$ cat src/rtl/crcdf_pkg.sv
// ---------------------------------------------------------------------------
// crcdf_pkg: shared types and constants for the framed CRC-16 deframer
// Word formats, configuration register indexes, event codes and the
// frame phase encoding.
// ---------------------------------------------------------------------------
package crcdf_pkg;

	// Input word: one received byte or one timer tick
	typedef struct packed {
		logic       cmd;
		logic [7:0] rx_byte;
	} in_word_t;

	// Result word: one per input word
	typedef struct packed {
		logic [2:0] event_res;
		logic [7:0] data_byte;
		logic [7:0] frame_type;
		logic [7:0] payload_count;
	} out_word_t;

	// Configuration register file contents
	typedef struct packed {
		logic [7:0]  header_byte;
		logic [7:0]  footer_byte;
		logic [15:0] timeout_ticks;
	} cfg_t;

	// Configuration register indexes
	localparam logic [1:0] REG_HEADER  = 2'd0;
	localparam logic [1:0] REG_FOOTER  = 2'd1;
	localparam logic [1:0] REG_TIMEOUT = 2'd2;

	localparam int CFG_IDX_W  = 2;
	localparam int CFG_DATA_W = 16;

	// Configuration reset values
	localparam logic [7:0]  HEADER_RST  = 8'hAA;
	localparam logic [7:0]  FOOTER_RST  = 8'h55;
	localparam logic [15:0] TIMEOUT_RST = 16'd1000;

	// Item kinds
	localparam logic CMD_BYTE = 1'b0;
	localparam logic CMD_TICK = 1'b1;

	// Event codes
	localparam logic [2:0] EV_NONE     = 3'd0;
	localparam logic [2:0] EV_PAYLOAD  = 3'd1;
	localparam logic [2:0] EV_GOOD     = 3'd2;
	localparam logic [2:0] EV_BAD_LEN  = 3'd3;
	localparam logic [2:0] EV_CRC_ERR  = 3'd4;
	localparam logic [2:0] EV_FOOT_ERR = 3'd5;
	localparam logic [2:0] EV_TIMEOUT  = 3'd6;
	localparam logic [2:0] EV_RESTART  = 3'd7;

	// CRC-16/CCITT-FALSE
	localparam logic [15:0] CRC_INIT = 16'hFFFF;
	localparam logic [15:0] CRC_POLY = 16'h1021;

	// Tick counter width and saturation value
	localparam int          TICK_W   = 17;
	localparam logic [16:0] TICK_TOP = 17'h1FFFF;

	// Frame phase
	typedef enum logic [2:0] {
		PH_WAIT = 3'd0,
		PH_LEN  = 3'd1,
		PH_TYPE = 3'd2,
		PH_DATA = 3'd3,
		PH_CRCH = 3'd4,
		PH_CRCL = 3'd5,
		PH_FOOT = 3'd6
	} phase_t;

endpackage

$ cat src/rtl/crc16_serial_frame_deframer.sv
// ---------------------------------------------------------------------------
// crc16_serial_frame_deframer: framed byte-stream receiver, CRC-16 check
// Input register, combinational frame decode, result register.
// ---------------------------------------------------------------------------
// Words pass the input stage register, then the result stage register, to the output.
// One word per cycle unless out_ready stalls; byte CRC update is one unrolled stage.
// Each input word yields exactly one result word.
// Reset (arst_n low): pipeline empty, phase waits for header, CRC = 0xFFFF,
// registers return to header 0xAA, footer 0x55, timeout 1000 ticks.
module crc16_serial_frame_deframer #(
	parameter int MAX_PAYLOAD = 128
) (
	input  logic                                   clk,
	input  logic                                   arst_n,
	input  logic                                   in_valid,
	output logic                                   in_ready,
	input  crcdf_pkg::in_word_t                    in_data,
	output logic                                   out_valid,
	input  logic                                   out_ready,
	output crcdf_pkg::out_word_t                   out_data,
	input  logic                                   cfg_we,
	input  logic [crcdf_pkg::CFG_IDX_W-1:0]        cfg_index,
	input  logic [crcdf_pkg::CFG_DATA_W-1:0]       cfg_wdata
);
	import crcdf_pkg::*;

	cfg_t      cfg_q;
	logic      valid_s1;
	in_word_t  item_s1;
	logic      valid_s2;
	out_word_t res_s2;
	out_word_t res_d;
	logic      adv_s1;

	// Stage 1 moves on when the result register is free or draining
	assign adv_s1   = valid_s1 && (!valid_s2 || out_ready);
	assign in_ready = !valid_s1 || adv_s1;

	// Configuration registers
	always_ff @(posedge clk or negedge arst_n) begin
		if (!arst_n) begin
			cfg_q.header_byte   <= HEADER_RST;
			cfg_q.footer_byte   <= FOOTER_RST;
			cfg_q.timeout_ticks <= TIMEOUT_RST;
		end else if (cfg_we) begin
			case (cfg_index)
				REG_HEADER:  cfg_q.header_byte   <= cfg_wdata[7:0];
				REG_FOOTER:  cfg_q.footer_byte   <= cfg_wdata[7:0];
				REG_TIMEOUT: cfg_q.timeout_ticks <= cfg_wdata;
				default: ;
			endcase
		end
	end

	// Input stage
	always_ff @(posedge clk or negedge arst_n) begin
		if (!arst_n) begin
			valid_s1 <= 1'b0;
		end else if (in_ready) begin
			valid_s1 <= in_valid;
		end
	end

	always_ff @(posedge clk) begin
		if (in_valid && in_ready) item_s1 <= in_data;
	end

	crcdf_fsm #(
		.MAX_PAYLOAD (MAX_PAYLOAD)
	) u_fsm (
		.clk    (clk),
		.arst_n (arst_n),
		.step   (adv_s1),
		.item   (item_s1),
		.cfg    (cfg_q),
		.result (res_d)
	);

	// Result stage
	always_ff @(posedge clk or negedge arst_n) begin
		if (!arst_n) begin
			valid_s2 <= 1'b0;
		end else if (!valid_s2 || out_ready) begin
			valid_s2 <= valid_s1;
		end
	end

	always_ff @(posedge clk) begin
		if (adv_s1) res_s2 <= res_d;
	end

	assign out_valid = valid_s2;
	assign out_data  = res_s2;

endmodule

$ cat src/rtl/crcdf_crc.sv
// ---------------------------------------------------------------------------
// crcdf_crc: one-byte CRC-16 update
// Eight unrolled MSB-first shift/xor steps, polynomial 0x1021.
// ---------------------------------------------------------------------------
module crcdf_crc (
	input  logic [15:0] crc_in,
	input  logic [7:0]  data,
	output logic [15:0] crc_out
);
	import crcdf_pkg::*;

	// Fold the byte into the high half, then shift out eight bits
	always_comb begin
		logic [15:0] c;
		c = crc_in ^ {data, 8'h00};
		for (int k = 0; k < 8; k++) begin
			if (c[15]) begin
				c = {c[14:0], 1'b0} ^ CRC_POLY;
			end else begin
				c = {c[14:0], 1'b0};
			end
		end
		crc_out = c;
	end

endmodule

$ cat src/rtl/crcdf_fsm.sv
// ---------------------------------------------------------------------------
// crcdf_fsm: frame state machine and per-word result logic
// Holds the frame state, decodes one word per step and forms its result.
// ---------------------------------------------------------------------------
module crcdf_fsm #(
	parameter int MAX_PAYLOAD = 128
) (
	input  logic                 clk,
	input  logic                 arst_n,
	input  logic                 step,
	input  crcdf_pkg::in_word_t  item,
	input  crcdf_pkg::cfg_t      cfg,
	output crcdf_pkg::out_word_t result
);
	import crcdf_pkg::*;

	localparam logic [8:0] LEN_MAX = 9'(MAX_PAYLOAD + 1);

	phase_t        phase_q, phase_d;
	logic [7:0]    bytes_left_q, bytes_left_d;
	logic [7:0]    type_q, type_d;
	logic [7:0]    seen_q, seen_d;
	logic [15:0]   crc_q, crc_d;
	logic [7:0]    crc_hi_q, crc_hi_d;
	logic [TICK_W-1:0] ticks_q, ticks_d;

	logic          is_tick;
	logic          hdr;
	logic [15:0]   crc_fed;
	logic [7:0]    left_dec;
	logic [7:0]    seen_inc;
	logic [TICK_W-1:0] ticks_inc;
	logic          len_ok;
	logic          timed_out;

	crcdf_crc u_crc (
		.crc_in  (crc_q),
		.data    (item.rx_byte),
		.crc_out (crc_fed)
	);

	// Shared decode terms
	assign is_tick   = (item.cmd == CMD_TICK);
	assign hdr       = (item.rx_byte == cfg.header_byte);
	assign left_dec  = bytes_left_q - 8'd1;
	assign seen_inc  = seen_q + 8'd1;
	assign ticks_inc = (ticks_q == TICK_TOP) ? ticks_q : ticks_q + 1'b1;
	assign len_ok    = (item.rx_byte != 8'd0) && ({1'b0, item.rx_byte} <= LEN_MAX);
	assign timed_out = (phase_q != PH_WAIT) && (ticks_inc > {1'b0, cfg.timeout_ticks});

	// Next phase
	always_comb begin
		phase_d = phase_q;
		if (is_tick) begin
			if (timed_out) phase_d = PH_WAIT;
		end else begin
			case (phase_q)
				PH_WAIT: if (hdr) phase_d = PH_LEN;
				PH_LEN:  phase_d = len_ok ? PH_TYPE : PH_WAIT;
				PH_TYPE: begin
					if (hdr) phase_d = PH_LEN;
					else phase_d = (left_dec == 8'd0) ? PH_CRCH : PH_DATA;
				end
				PH_DATA: begin
					if (hdr && seen_q == 8'd0) phase_d = PH_LEN;
					else if (left_dec == 8'd0) phase_d = PH_CRCH;
				end
				PH_CRCH: phase_d = hdr ? PH_LEN : PH_CRCL;
				PH_CRCL: begin
					if (hdr) phase_d = PH_LEN;
					else if ({crc_hi_q, item.rx_byte} == crc_q) phase_d = PH_FOOT;
					else phase_d = PH_WAIT;
				end
				PH_FOOT: phase_d = PH_WAIT;
				default: phase_d = PH_WAIT;
			endcase
		end
	end

	// Datapath updates and result word
	always_comb begin
		bytes_left_d = bytes_left_q;
		type_d       = type_q;
		seen_d       = seen_q;
		crc_d        = crc_q;
		crc_hi_d     = crc_hi_q;
		result       = '0;
		if (is_tick) begin
			ticks_d = timed_out ? '0 : ticks_inc;
			if (timed_out) result.event_res = EV_TIMEOUT;
		end else begin
			ticks_d = (phase_d != phase_q) ? '0 : ticks_q;
			case (phase_q)
				PH_WAIT: ;
				PH_LEN: begin
					if (len_ok) begin
						bytes_left_d = item.rx_byte;
						seen_d       = 8'd0;
						crc_d        = CRC_INIT;
					end else begin
						result.event_res = EV_BAD_LEN;
					end
				end
				PH_TYPE: begin
					if (hdr) begin
						result.event_res = EV_RESTART;
					end else begin
						type_d       = item.rx_byte;
						crc_d        = crc_fed;
						bytes_left_d = left_dec;
					end
				end
				PH_DATA: begin
					if (hdr && seen_q == 8'd0) begin
						result.event_res = EV_RESTART;
					end else begin
						crc_d                = crc_fed;
						seen_d               = seen_inc;
						bytes_left_d         = left_dec;
						result.event_res     = EV_PAYLOAD;
						result.data_byte     = item.rx_byte;
						result.payload_count = seen_inc;
					end
				end
				PH_CRCH: begin
					if (hdr) result.event_res = EV_RESTART;
					else crc_hi_d = item.rx_byte;
				end
				PH_CRCL: begin
					if (hdr) result.event_res = EV_RESTART;
					else if ({crc_hi_q, item.rx_byte} != crc_q) result.event_res = EV_CRC_ERR;
				end
				PH_FOOT: begin
					if (item.rx_byte == cfg.footer_byte) begin
						result.event_res     = EV_GOOD;
						result.frame_type    = type_q;
						result.payload_count = seen_q;
					end else begin
						result.event_res = EV_FOOT_ERR;
					end
				end
				default: ;
			endcase
		end
	end

	// State registers, updated once per processed word
	always_ff @(posedge clk or negedge arst_n) begin
		if (!arst_n) begin
			phase_q      <= PH_WAIT;
			bytes_left_q <= '0;
			type_q       <= '0;
			seen_q       <= '0;
			crc_q        <= CRC_INIT;
			crc_hi_q     <= '0;
			ticks_q      <= '0;
		end else if (step) begin
			phase_q      <= phase_d;
			bytes_left_q <= bytes_left_d;
			type_q       <= type_d;
			seen_q       <= seen_d;
			crc_q        <= crc_d;
			crc_hi_q     <= crc_hi_d;
			ticks_q      <= ticks_d;
		end
	end

endmodule
$ cat config.mk
export PLATFORM = sky130hd
export DESIGN_NAME = crc16_serial_frame_deframer
export DESIGN_NICKNAME = d
export VERILOG_FILES = /design/src/rtl/crcdf_pkg.sv /design/src/rtl/crc16_serial_frame_deframer.sv /design/src/rtl/crcdf_crc.sv /design/src/rtl/crcdf_fsm.sv
export SDC_FILE = /design/constraint.sdc
export NUM_CORES = 1
export LEC_CHECK = 0
export ABC_AREA = 1
export BUFFER_PORTS_ARGS = -buffer_cell sky130_fd_sc_hd__buf_2
export CORE_MARGIN = 8
export CORE_UTILIZATION = 50
export CTS_CLUSTER_SIZE = 12
export DETAILED_ROUTE_END_ITERATION = 16
export HOLD_SLACK_MARGIN = 0.08
export PLACE_DENSITY = 0.68
export SLEW_MARGIN = 40
export SYNTH_ARGS = -nofsm -noshare
export SYNTH_HDL_FRONTEND = slang
export SYNTH_SLANG_ARGS = --single-unit
$ cat constraint.sdc
create_clock -name clk -period 4.3 [get_ports clk]
set_clock_uncertainty 0.15 [all_clocks]
set_input_delay 0.215 -clock clk [delete_from_list [all_inputs] [get_ports clk]]
set_output_delay 0.215 -clock clk [all_outputs]
set_load 0.05 [all_outputs]
# ---- Word level (Yosys, flattened, before mapping)
# Cells that the tools add are included.
dict set report classes {
  magnitude_cmp 2
  n_reduce_logical 29
  add_sub_neg 3
  eq_ne 17
  n_mux 47
  bitwise_logic 14
}
# op count
set ops {}
lappend ops {{$mux W13} 8}
lappend ops {{$mux W17} 4}
lappend ops {{$mux W8} 7}
lappend ops {{$mux W3} 17}
lappend ops {{$mux W16} 3}
lappend ops {{$pmux W16 S3} 1}
lappend ops {{$pmux W8 S2} 2}
lappend ops {{$not A3 Y3} 8}
lappend ops {{$pmux W8 S3} 1}
lappend ops {{$pmux W3 S6} 1}
lappend ops {{$add A17 B1 Y17 const B} 1}
lappend ops {{$eq A17 B17 Y1 const B} 1}
lappend ops {{$gt A17 B16 Y1} 1}
lappend ops {{$eq A16 B16 Y1} 1}
lappend ops {{$eq A8 B8 Y1} 2}
lappend ops {{$logic_not A8 Y1} 2}
lappend ops {{$ne A16 B16 Y1} 1}
lappend ops {{$xor A16 B16 Y16} 1}
lappend ops {{$pmux W3 S5} 1}
lappend ops {{$eq A3 B3 Y1 const B} 3}
lappend ops {{$add A8 B1 Y8 const B} 1}
lappend ops {{$le A8 B8 Y1 const B} 1}
lappend ops {{$reduce_and A2 Y1} 4}
lappend ops {{$reduce_and A4 Y1} 2}
lappend ops {{other kinds (22)} 38}
dict set report totals {
  elab_cells 130
  in_bits 32
  out_inout_bits 29
  ff_bits 138
}

# ---- Longest topological paths before layout
# Gate-level depths: netlist of the first run.
dict set report logic_depth {
  depth_word 19
  ltp_mapped 32
  depth_no_buf 31
}

# ---- Cells and area by module
# A second synthesis of the first run with hierarchy kept.
dict set report unflattened {
  cells_unflattened 1012
  hier_area_um2 8005.2
}
# mod cells_each instances seq_area_each_um2 area_per_inst_um2
set by_module_without_submodules {}
lappend by_module_without_submodules {crcdf_fsm 707 1 1721.7 4949.7}
lappend by_module_without_submodules {crc16_serial_frame_deframer 190 1 1949.4 2566.2}
lappend by_module_without_submodules {crcdf_crc 115 1 0.0 489.2}

# ---- Worst setup path after synthesis of the first run
# No wires, ideal clock.
dict set report synth_timing {
  path_kind {register to register}
  startpoint {register u_fsm.ticks_q[0]}
  endpoint {register u_fsm.ticks_q[2]}
  path_stages_with_launch 30
  path_buffers 1
  slack_ns 0.888
  required_time_ns 4.028
  period_less_slack_ns 3.412
  t_arrival_ns 3.140
  setup_ns 0.122
  cell_sequence {dfrtp_1 ha_1 nand3_2 nor3_4 nand2_2 nor2_1 nand3_1 nor2_1 nand2_1 nand3_1 xnor2_1 ha_1 nand2_1 nor2_1 nand3b_1 nand3_1 nand2_1 nand2_1 nand2_1 nand2_1 nand2_2 nand2_2 nand3_2 nand2_1 inv_2 nand2_4 nand2_8 buf_12 nand2_2 nand2_1}
}
dict set report synth_between {
  elab_chain_cells 9
  elab_cells_between_ends 12
  cone_classes {1 x add/sub; 1 x order compare; 2 x eq/ne; 5 x mux; 3 x reduce/logical}
}
# element line
set synth_rtl {}
lappend synth_rtl {{start, declared} crcdf_fsm.sv:25} ;# logic [TICK_W-1:0] ticks_q, ticks_d;
lappend synth_rtl {{start signal, assigned} crcdf_fsm.sv:164} ;# ticks_q <= ticks_d;
lappend synth_rtl {{$add A17 B1 Y17 / $eq A17 B17 Y1 (equally long branches)} crcdf_fsm.sv:47} ;# assign ticks_inc = (ticks_q == TICK_TOP) ? ticks_q : ticks_q + 1'b1;
lappend synth_rtl {{$mux W17 (*)} crcdf_fsm.sv:47}
lappend synth_rtl {{$gt A17 B16 Y1} crcdf_fsm.sv:49} ;# assign timed_out = (phase_q != PH_WAIT) && (ticks_inc > {1'b0, cfg.timeout_ticks});
lappend synth_rtl {{$logic_and A1 B1 Y1} crcdf_fsm.sv:49}
lappend synth_rtl {{$mux W3} crcdf_fsm.sv:55} ;# if (timed_out) phase_d = PH_WAIT;
lappend synth_rtl {{$mux W3} crcdf_fsm.sv:54} ;# if (is_tick) begin
lappend synth_rtl {{$ne A3 B3 Y1} crcdf_fsm.sv:92} ;# ticks_d = (phase_d != phase_q) ? '0 : ticks_q;
lappend synth_rtl {{$reduce_bool A2 Y1 (no line)} n/a}
lappend synth_rtl {{$reduce_and A2 Y1 (no line)} n/a}
# Every way passes the cells marked *; elsewhere a longest branch is shown, timed or not.
# A chain may end at the register's enable or synchronous reset.

# ---- Worst setup path in the final report of the first run
dict set report layout_timing {
  startpoint {register u_fsm.ticks_q[0]}
  endpoint {register u_fsm.ticks_q[8]}
}
# The elaborated chain is that of the path after synthesis.

==> results of run 1 <==
[report_power, final]
part / leakage, nW / internal, mW / switching (mW)
clock: 0.312 / 1.02 / 0.563
sequential: 1.59 / 1.73 / 0.273
combinational: 2.44 / 0.559 / 1.08
[synth_stat cells (13+ instances only)]
cell and number:
nand2_1 237, inv_1 106, nor2_1 95, o21ai_0 80
dfrtp_1 72, nand3_1 38, a21oi_1 36, edfxtp_1 36
dfstp_2 30, nand4_1 25, xor2_1 24, ha_1 21
clkbuf_1 20, nand2_2 20, xnor2_1 20, nor3_1 15
inv_2 13
[registers in the layout, summed over array words and instances (netlist names), 9 cells and up]
register       count
item_s1            9
u_fsm.ticks_q     17
cfg_q             32
out_data          27
u_fsm.crc_q       16
[cells by family (layout without fill, tap and decap cells)]
| kind of cell | after synthesis | in the layout | share of synthesized area |
|---|---|---|---|
| multiplexers | 1 | 1 | 0.00129 |
| AND/OR/NAND/NOR | 458 | 458 | 0.264 |
| XOR/XNOR | 44 | 44 | 0.0496 |
| flip-flops | 138 | 138 | 0.473 |
| adder cells (fa/ha/maj) | 21 | 21 | 0.0338 |
| buffers and inverters | 153 | 250 | 0.0790 |
| AO/OA/AOI/OAI | 138 | 138 | 0.0991 |
[metal layers]
layer	up-vias	global-route usage
li1	3263	-
met1	3062	0.266
met2	173	0.300
met3	22	0.0432
met4	0	0.0650
met5	-	0
[final cells by class]
type / count / area share
Sequential cell: 138 / 0.402
Multi-Input combinational cell: 662 / 0.381
Timing Repair Buffer: 95 / 0.0705
Clock buffer: 21 / 0.0516
Inverter: 123 / 0.0507
Tap cell: 188 / 0.0257
Clock inverter: 11 / 0.0181
[critical path: cells and delay by family (launching register included)]
kind | cells | cell delay [ns]
adders and majority gates | 2 | 0.54
xor gates and xnor gates | 1 | 0.24
AOI/OAI and AO/OA | 2 | 0.40
DFF | 1 | 0.41
and+or+nand+nor | 20 | 2.00
[how the worst max path moves through the flow]
stage | start | depth (start not counted) | endpoint
2_1_floorplan | u_fsm.ticks_q[0] | 29 | u_fsm.ticks_q[2]
3_3_place_gp | u_fsm.ticks_q[0] | 25 | u_fsm.ticks_q[4]
3_5_place_dp | u_fsm.ticks_q[1] | 25 | u_fsm.ticks_q[4]
4_1_cts | u_fsm.ticks_q[0] | 26 | u_fsm.ticks_q[8]
5_1_grt | u_fsm.ticks_q[0] | 27 | u_fsm.ticks_q[7]
6_report | u_fsm.ticks_q[0] | 25 | u_fsm.ticks_q[8]
==> impl_metrics.py, run 1 <==
metrics = {
    "detailed_routing": {
        "drt_first_iter_violations": 461,
        "wl_met2_um": 8180,
        "dr.pass1.iters": 5,
        "wl_met1_um": 8860,
        "route.met3.wl_um": 953,
        "highest_layer": "met4",
        "drcViolationCount": 0,
        "vias": 6520,
        "ant_nets": 0,
        "wirelength_um": 18300,
        "vias_per_cell": 5.27,
        "drt-wirelength-per-cell_um": 14.8,
    },
    "clock_network": {
        "htreeDepth": 4,
        "cts_inserted_buffers": 17,
        "cts_max_path_buffers": 2,
        "cts_hold_buf": 30,
        "clk_latency_ns": 0.42,
        "cts_tree": "yes",
        "cts-resized-gates": 0,
        "post-cts-setup-buffer-count": 0,
        "root_buffer": "clkbuf_16",
        "clock-sinks": 138,
        "path_clk_slew_ns": 0.06,
    },
    "power_and_ir_drop": {
        "finalPower_mw": 5.23,
        "ir_drop_uv": 286,
        "p_per_area_nw_per_um2": 572,
        "leakagePower_nw": 4.35,
    },
    "critical_path": {
        "cp.required_ns": 4.46,
        "reg2reg_slack_ns": 0.46,
        "endpoint_kind": "flip-flop",
        "critical_path_class": "flip-flop to flip-flop",
        "crit_top_cell": "nand2_1",
        "arrival_ns": 4.00,
        "path_max_fanout": 17,
        "cpMaxStageDelayCell": "dfrtp_1",
        "r2r_cells": 25,
        "crit_path_max_incr_delay_ns": 0.41,
        "reg2reg_to": "u_fsm.ticks_q[8]",
        "start_kind": "flip-flop",
        "r2r-start": "u_fsm.ticks_q[0]",
    },
    "sta": {
        "rsz0062_at_grt": "no",
        "fin_ws_ns": 0.463,
        "tightest_slew_ns": 0.624,
        "fin_crit_ns": 3.84,
        "finalSetupViolations": 0,
        "relSlewSlack": 0.583,
        "max_freq_mhz": 261,
        "slew_violations": 0,
        "finalCritPeriodShare": 0.892,
        "hold_viol": 0,
        "tns_ns": 0,
        "timing.hold.ws_ns": 0.224,
    },
    "run_status": {
        "outcome": "finished clean",
    },
    "die": {
        "dieArea_um2": 19800,
        "fp.dieW_um": 141,
        "core_um2": 15200,
        "io_pins": 61,
        "rows": 45,
        "start_util": 0.511,
        "die_h_um": 141,
    },
    "synth": {
        "synth-main-ff-cell": "dfrtp_1",
        "syn_area_um2": 7760,
        "synth_seq_area_share": 0.473,
        "synthCells": 953,
        "ys_types": 47,
        "postSynthAreaPerCell_um2": 8.15,
        "synth_edf_count": 36,
        "synth_area_leader_cell": "dfrtp_1",
        "synth_nets": 1006,
        "synth_top_area_frac": 0.232,
        "async_flop_share": 0.739,
        "synth_area_leaders": "dfrtp_1, edfxtp_1, nand2_1",
        "ys_seq_elements": 138,
        "yosys_warnings": 0,
    },
    "place": {
        "gp_congestion": 0.913,
        "place_inst": 1176,
        "dp_slack_ns": 0.554,
        "dp_hpwl_um": 12700,
        "post_dp_cell_area_um2": 8200,
        "port_buffers": 60,
    },
    "layout": {
        "multiInputGateArea_um2": 3480,
        "n_fill_cell": 1348,
        "diodes": 0,
        "final_cell_mix": "nand2_1, inv_1, nor2_1",
        "seqCellArea_um2": 3670,
        "final_core_util": 0.601,
        "layoutNonFillerInstCount": 1238,
        "stdcell_area_um2": 9140,
        "final_common_cell": "nand2_1",
        "final_nets": 1090,
        "area_growth_pct": 17.7,
        "drive_gt1_frac": 0.171,
    },
    "global_routing": {
        "grt_pass1_vias": 6285,
        "gr-usage-all-layers": 0.195,
        "antenna_found_initial": 0,
        "overflow": 0,
        "grt_max_degree": 69,
        "grt_pass1_wl_um": 31000,
    },
    "min_path": {
        "min_path_type": "input port to async pin",
    },
    "run": {
        "max_cap_violations": 0,
    },
}
Note: power is estimated with default switching activity, not from simulation.
==> run 2: changes to the inputs <==
clock period = 4.52 ns   (was 4.3 ns; I/O delays follow)
==> run 2 against run 1 <==
Against the previous run: routed wire length is 0.74% higher; sequential share of layout area is 0.13 points higher; design area is 0.32% lower; register-to-register slack worse by 0.08 ns; global-route usage hardly changed; sequential power is 5% lower; hold slack better by 0.0093 ns; critical path depth is 4 lower; core utilization is 0.19 points lower; via count hardly changed; largest power group unchanged.
==> impl_metrics.py, run 2 (same netlist as run 1, synthesis figures left out) <==
metrics = {
    "detailed_routing": {
        "vias": 6518,
        "drcViolationCount": 0,
        "drt-wirelength-per-cell_um": 14.9,
        "wirelength_um": 18400,
        "ant_nets": 0,
        "vias_per_cell": 5.27,
        "drt_first_iter_violations": 488,
        "dr.pass1.iters": 8,
    },
    "place": {
        "dp_hpwl_um": 12600,
        "gp_congestion": 0.885,
        "port_buffers": 60,
        "post_dp_cell_area_um2": 8180,
        "dp_slack_ns": 0.617,
    },
    "clock_network": {
        "root_buffer": "clkbuf_16",
        "cts_inserted_buffers": 17,
        "htreeDepth": 4,
        "post-cts-setup-buffer-count": 0,
        "clk_latency_ns": 0.43,
        "cts_max_path_buffers": 2,
        "path_clk_slew_ns": 0.06,
        "cts_tree": "yes",
        "clock-sinks": 138,
    },
    "sta": {
        "slew_violations": 0,
        "rsz0062_at_grt": "no",
        "finalSetupViolations": 0,
        "fin_ws_ns": 0.379,
        "timing.hold.ws_ns": 0.233,
        "max_freq_mhz": 242,
        "fin_crit_ns": 4.14,
        "hold_viol": 0,
        "finalCritPeriodShare": 0.916,
        "tightest_slew_ns": 0.758,
        "tns_ns": 0,
        "relSlewSlack": 0.490,
    },
    "global_routing": {
        "gr-usage-all-layers": 0.194,
        "grt_pass1_wl_um": 30700,
        "grt_pass1_vias": 6216,
        "antenna_found_initial": 0,
        "overflow": 0,
        "grt_max_degree": 71,
    },
    "min_path": {
        "min_path_type": "input port to async pin",
    },
    "critical_path": {
        "path_max_fanout": 17,
        "start_kind": "flip-flop",
        "r2r_cells": 21,
        "arrival_ns": 4.30,
        "endpoint_kind": "flip-flop",
        "worstSetupEndpoint": "u_fsm.ticks_q[12]",
        "cp.required_ns": 4.68,
        "critical_path_class": "flip-flop to flip-flop",
        "r2r-start": "u_fsm.ticks_q[6]",
        "reg2reg_slack_ns": 0.38,
        "cp-startpoint": "u_fsm.ticks_q[6]",
        "reg2reg_to": "u_fsm.ticks_q[12]",
    },
    "layout": {
        "n_fill_cell": 1339,
        "regMostFlops": "cfg_q",
        "largest_register_ffs": 32,
        "stdcell_area_um2": 9110,
        "diodes": 0,
        "drive_gt1_frac": 0.172,
        "final_cell_mix": "nand2_1, inv_1, nor2_1",
        "final_common_cell": "nand2_1",
        "area_growth_pct": 17.3,
        "final_nets": 1088,
    },
    "die": {
        "fp.dieW_um": 141,
        "start_util": 0.511,
        "dieArea_um2": 19800,
        "rows": 45,
        "die_h_um": 141,
        "io_pins": 61,
        "core_um2": 15200,
    },
    "power_and_ir_drop": {
        "p_per_area_nw_per_um2": 540,
        "leakagePower_nw": 4.33,
        "finalPower_mw": 4.92,
        "ir_drop_uv": 321,
    },
    "run": {
        "max_cap_violations": 0,
    },
    "run_status": {
        "outcome": "finished clean",
    },
}
-- run 2: report_power, final --
part / switching [mW] / internal, mW / leakage [nW]
Combinational: 1.02 / 0.531 / 2.43
Sequential: 0.257 / 1.65 / 1.59
Clock: 0.533 / 0.926 / 0.302
Total: 1.81 / 3.11 / 4.33
-- run 2: per-stage QoR --
step | utilization | instances
global placement | 0.538 | 1174
floorplan | - | 953
detailed placement | 0.538 | 1174
finish | 0.599 | 1236
global route | 0.599 | 1236
CTS | 0.599 | 1236
-- run 2: repair_timing --
| action | 4_1_cts | 5_1_grt |
|---|---|---|
| resized for setup | 0 | 0 |
| hold endpoints to repair | 112 | 0 |
| hold buffers | 30 | 0 |
-- run 2: how the worst min path moves through the flow --
stage,from,to,slack (ns),cells past startpoint
3_5_place_dp,arst_n,cfg_q[19],0.13,1
2_1_floorplan,arst_n,cfg_q[0],-0.22,0
3_3_place_gp,in_data[2],item_s1[2],0.25,1
4_1_cts,arst_n,cfg_q[30],0.25,2
6_report,arst_n,cfg_q[24],0.23,2
5_1_grt,arst_n,cfg_q[19],0.29,2
-- run 2: worst max-delay path, stage by stage, from the launching register on --
cell     delay, ns
dfrtp_1       0.40
inv_1         0.07
nor4_1        0.68
nand2_1       0.21
nor3_1        0.33
nand2_1       0.11
xnor2_1       0.31
ha_1          0.30
nand2_1       0.06
nor2_1        0.04
nand2_1       0.08
nor2_1        0.08
a21oi_4       0.20
nand2_2       0.25
nand2_2       0.17
nand3_2       0.08
nand2_1       0.09
inv_2         0.04
nand2_4       0.09
nand2_8       0.12
nand2_2       0.09
nand2_1       0.05
-- run 2: layer usage --
| metal | routed length [um] | global-route usage | vias to the layer above |
|---|---|---|---|
| met1 | 8510 | 0.258 | 3030 |
| met3 | 1370 | 0.0513 | 23 |
| li1 | - | - | 3247 |
| met4 | 311 | 0.0786 | 0 |
| met5 | 0 | 0 | - |
| met2 | 8260 | 0.296 | 218 |
-- run 2: cell type report --
cell class,instances,area [um2],area share
flip-flops and latches,138,3670,0.403
multi-input cells,662,3480,0.383
repair buffers,93,629,0.0691
clock buffers,21,482,0.0529
inverters,123,463,0.0508
well taps,188,235,0.0258
clock inverters,11,141,0.0155
==> run 3: changes to the inputs <==
CORE_ASPECT_RATIO = 0.9   (was default)
==> run 3 against run 2 <==
Against the previous run: hold slack gained 0.021 ns; routed wire length is 0.28% lower; die area hardly changed; first-iteration DRC count rose by 14%; worst setup slack better by 0.15 ns; via count grew 0.35%; flip-flop and latch count unchanged; critical endpoint is now u_fsm.ticks_q[8].
==> impl_metrics.py, run 3 (same netlist as run 1, synthesis figures left out) <==
metrics = {
    "layout": {
        "stdcell_area_um2": 9090,
        "final_common_cell": "nand2_1",
        "multiInputGateArea_um2": 3480,
        "final_cell_mix": "nand2_1, inv_1, nor2_1",
        "diodes": 0,
        "regMostFlops": "cfg_q",
        "final_nets": 1088,
        "n_fill_cell": 1369,
        "seqCellArea_um2": 3670,
        "final_core_util": 0.595,
        "area_growth_pct": 17.2,
        "layoutNonFillerInstCount": 1250,
        "largest_register_ffs": 32,
        "drive_gt1_frac": 0.171,
    },
    "detailed_routing": {
        "wl_met2_um": 7730,
        "wirelength_um": 18400,
        "drt_first_iter_violations": 556,
        "wl_met1_um": 8780,
        "dr.pass1.iters": 5,
        "vias": 6541,
        "drt-wirelength-per-cell_um": 14.7,
        "vias_per_cell": 5.23,
        "drcViolationCount": 0,
        "route.met3.wl_um": 1630,
        "highest_layer": "met4",
        "ant_nets": 0,
    },
    "run": {
        "max_cap_violations": 0,
    },
    "place": {
        "place_inst": 1188,
        "dp_slack_ns": 0.607,
        "dp_hpwl_um": 12700,
        "gp_congestion": 0.899,
        "post_dp_cell_area_um2": 8200,
        "port_buffers": 60,
    },
    "clock_network": {
        "clk_latency_ns": 0.42,
        "cts_max_path_buffers": 2,
        "htreeDepth": 4,
        "cts_inserted_buffers": 17,
        "cts_tree": "yes",
        "post-cts-setup-buffer-count": 0,
        "root_buffer": "clkbuf_16",
        "path_clk_slew_ns": 0.06,
        "cts-resized-gates": 0,
        "clock-sinks": 138,
    },
    "sta": {
        "relSlewSlack": 0.545,
        "finalCritPeriodShare": 0.882,
        "hold_viol": 0,
        "timing.hold.ws_ns": 0.254,
        "finalSetupViolations": 0,
        "rsz0062_at_grt": "no",
        "tightest_slew_ns": 0.683,
        "max_freq_mhz": 251,
        "fin_crit_ns": 3.99,
        "fin_ws_ns": 0.534,
        "slew_violations": 0,
        "tns_ns": 0,
    },
    "critical_path": {
        "cp.required_ns": 4.73,
        "cpMaxStageDelayCell": "dfrtp_1",
        "r2r-start": "u_fsm.ticks_q[1]",
        "critical_path_class": "flip-flop to flip-flop",
        "path_max_fanout": 17,
        "crit_path_max_incr_delay_ns": 0.41,
        "endpoint_kind": "flip-flop",
        "reg2reg_to": "u_fsm.ticks_q[8]",
        "reg2reg_slack_ns": 0.53,
        "arrival_ns": 4.19,
        "crit_top_cell": "nand2_1",
        "cp-startpoint": "u_fsm.ticks_q[1]",
        "r2r_cells": 31,
        "start_kind": "flip-flop",
    },
    "min_path": {
        "min_path_type": "input port to async pin",
    },
    "global_routing": {
        "gr-usage-all-layers": 0.194,
        "antenna_found_initial": 0,
        "grt_pass1_vias": 6075,
        "grt_max_degree": 75,
        "grt_pass1_wl_um": 30800,
        "overflow": 0,
    },
    "power_and_ir_drop": {
        "p_per_area_nw_per_um2": 537,
        "ir_drop_uv": 305,
        "finalPower_mw": 4.89,
        "leakagePower_nw": 4.32,
    },
    "die": {
        "io_pins": 61,
        "rows": 43,
        "start_util": 0.508,
        "core_um2": 15300,
        "fp.dieW_um": 147,
        "dieArea_um2": 19800,
        "die_h_um": 134,
    },
    "run_status": {
        "outcome": "finished clean",
    },
}
==> run 3: changes by cell type in the layout (fill, tap and decap cells not counted), sizes merged <==
cell      previous run  this run
clkinv              11        10
bufinv               3         2
clkinvlp             2         0
clkbuf              21        25
==> run 3: per-layer routing <==
metal / global-route usage / up-vias
met3: 0.0495 / 26
met1: 0.280 / 3005
met5: 0 / -
met4: 0.0577 / 0
met2: 0.279 / 257
li1: - / 3253
==> run 3: where the power goes <==
part	switching [mW]	internal, mW
clock network	0.514	0.883
registers	0.265	1.65
logic	1.04	0.530
==> run 3: area by class of cell <==
cell class	count	area share
clock buffer	25	0.0556
clock inverter	7	0.00977
inverter	123	0.0509
multi-input combinational	662	0.383
sequential	138	0.404
tap	202	0.0278
timing repair buffer	93	0.0692
==> run 3: worst max-delay path, delay by kind of cell, from the launching register on <==
family	cells	cell delay, ns
buf+inv	2	0.11
simple gates	26	2.44
flops	1	0.41
fa+ha+maj	2	0.55
compound gates	1	0.25
==> run 3: worst max path at each step <==
stage / end / depth (start not counted)
after floorplan: u_fsm.ticks_q[2] / 29
after global placement: u_fsm.ticks_q[6] / 26
after detailed placement: u_fsm.ticks_q[9] / 31
after CTS: u_fsm.ticks_q[8] / 31
after global routing: u_fsm.ticks_q[8] / 27
final: u_fsm.ticks_q[8] / 31
==> run 3: what timing repair did <==
item	CTS	global route
hold buffers	30	0
hold endpoints to repair	86	0
endpoints found under the setup margin	0	0
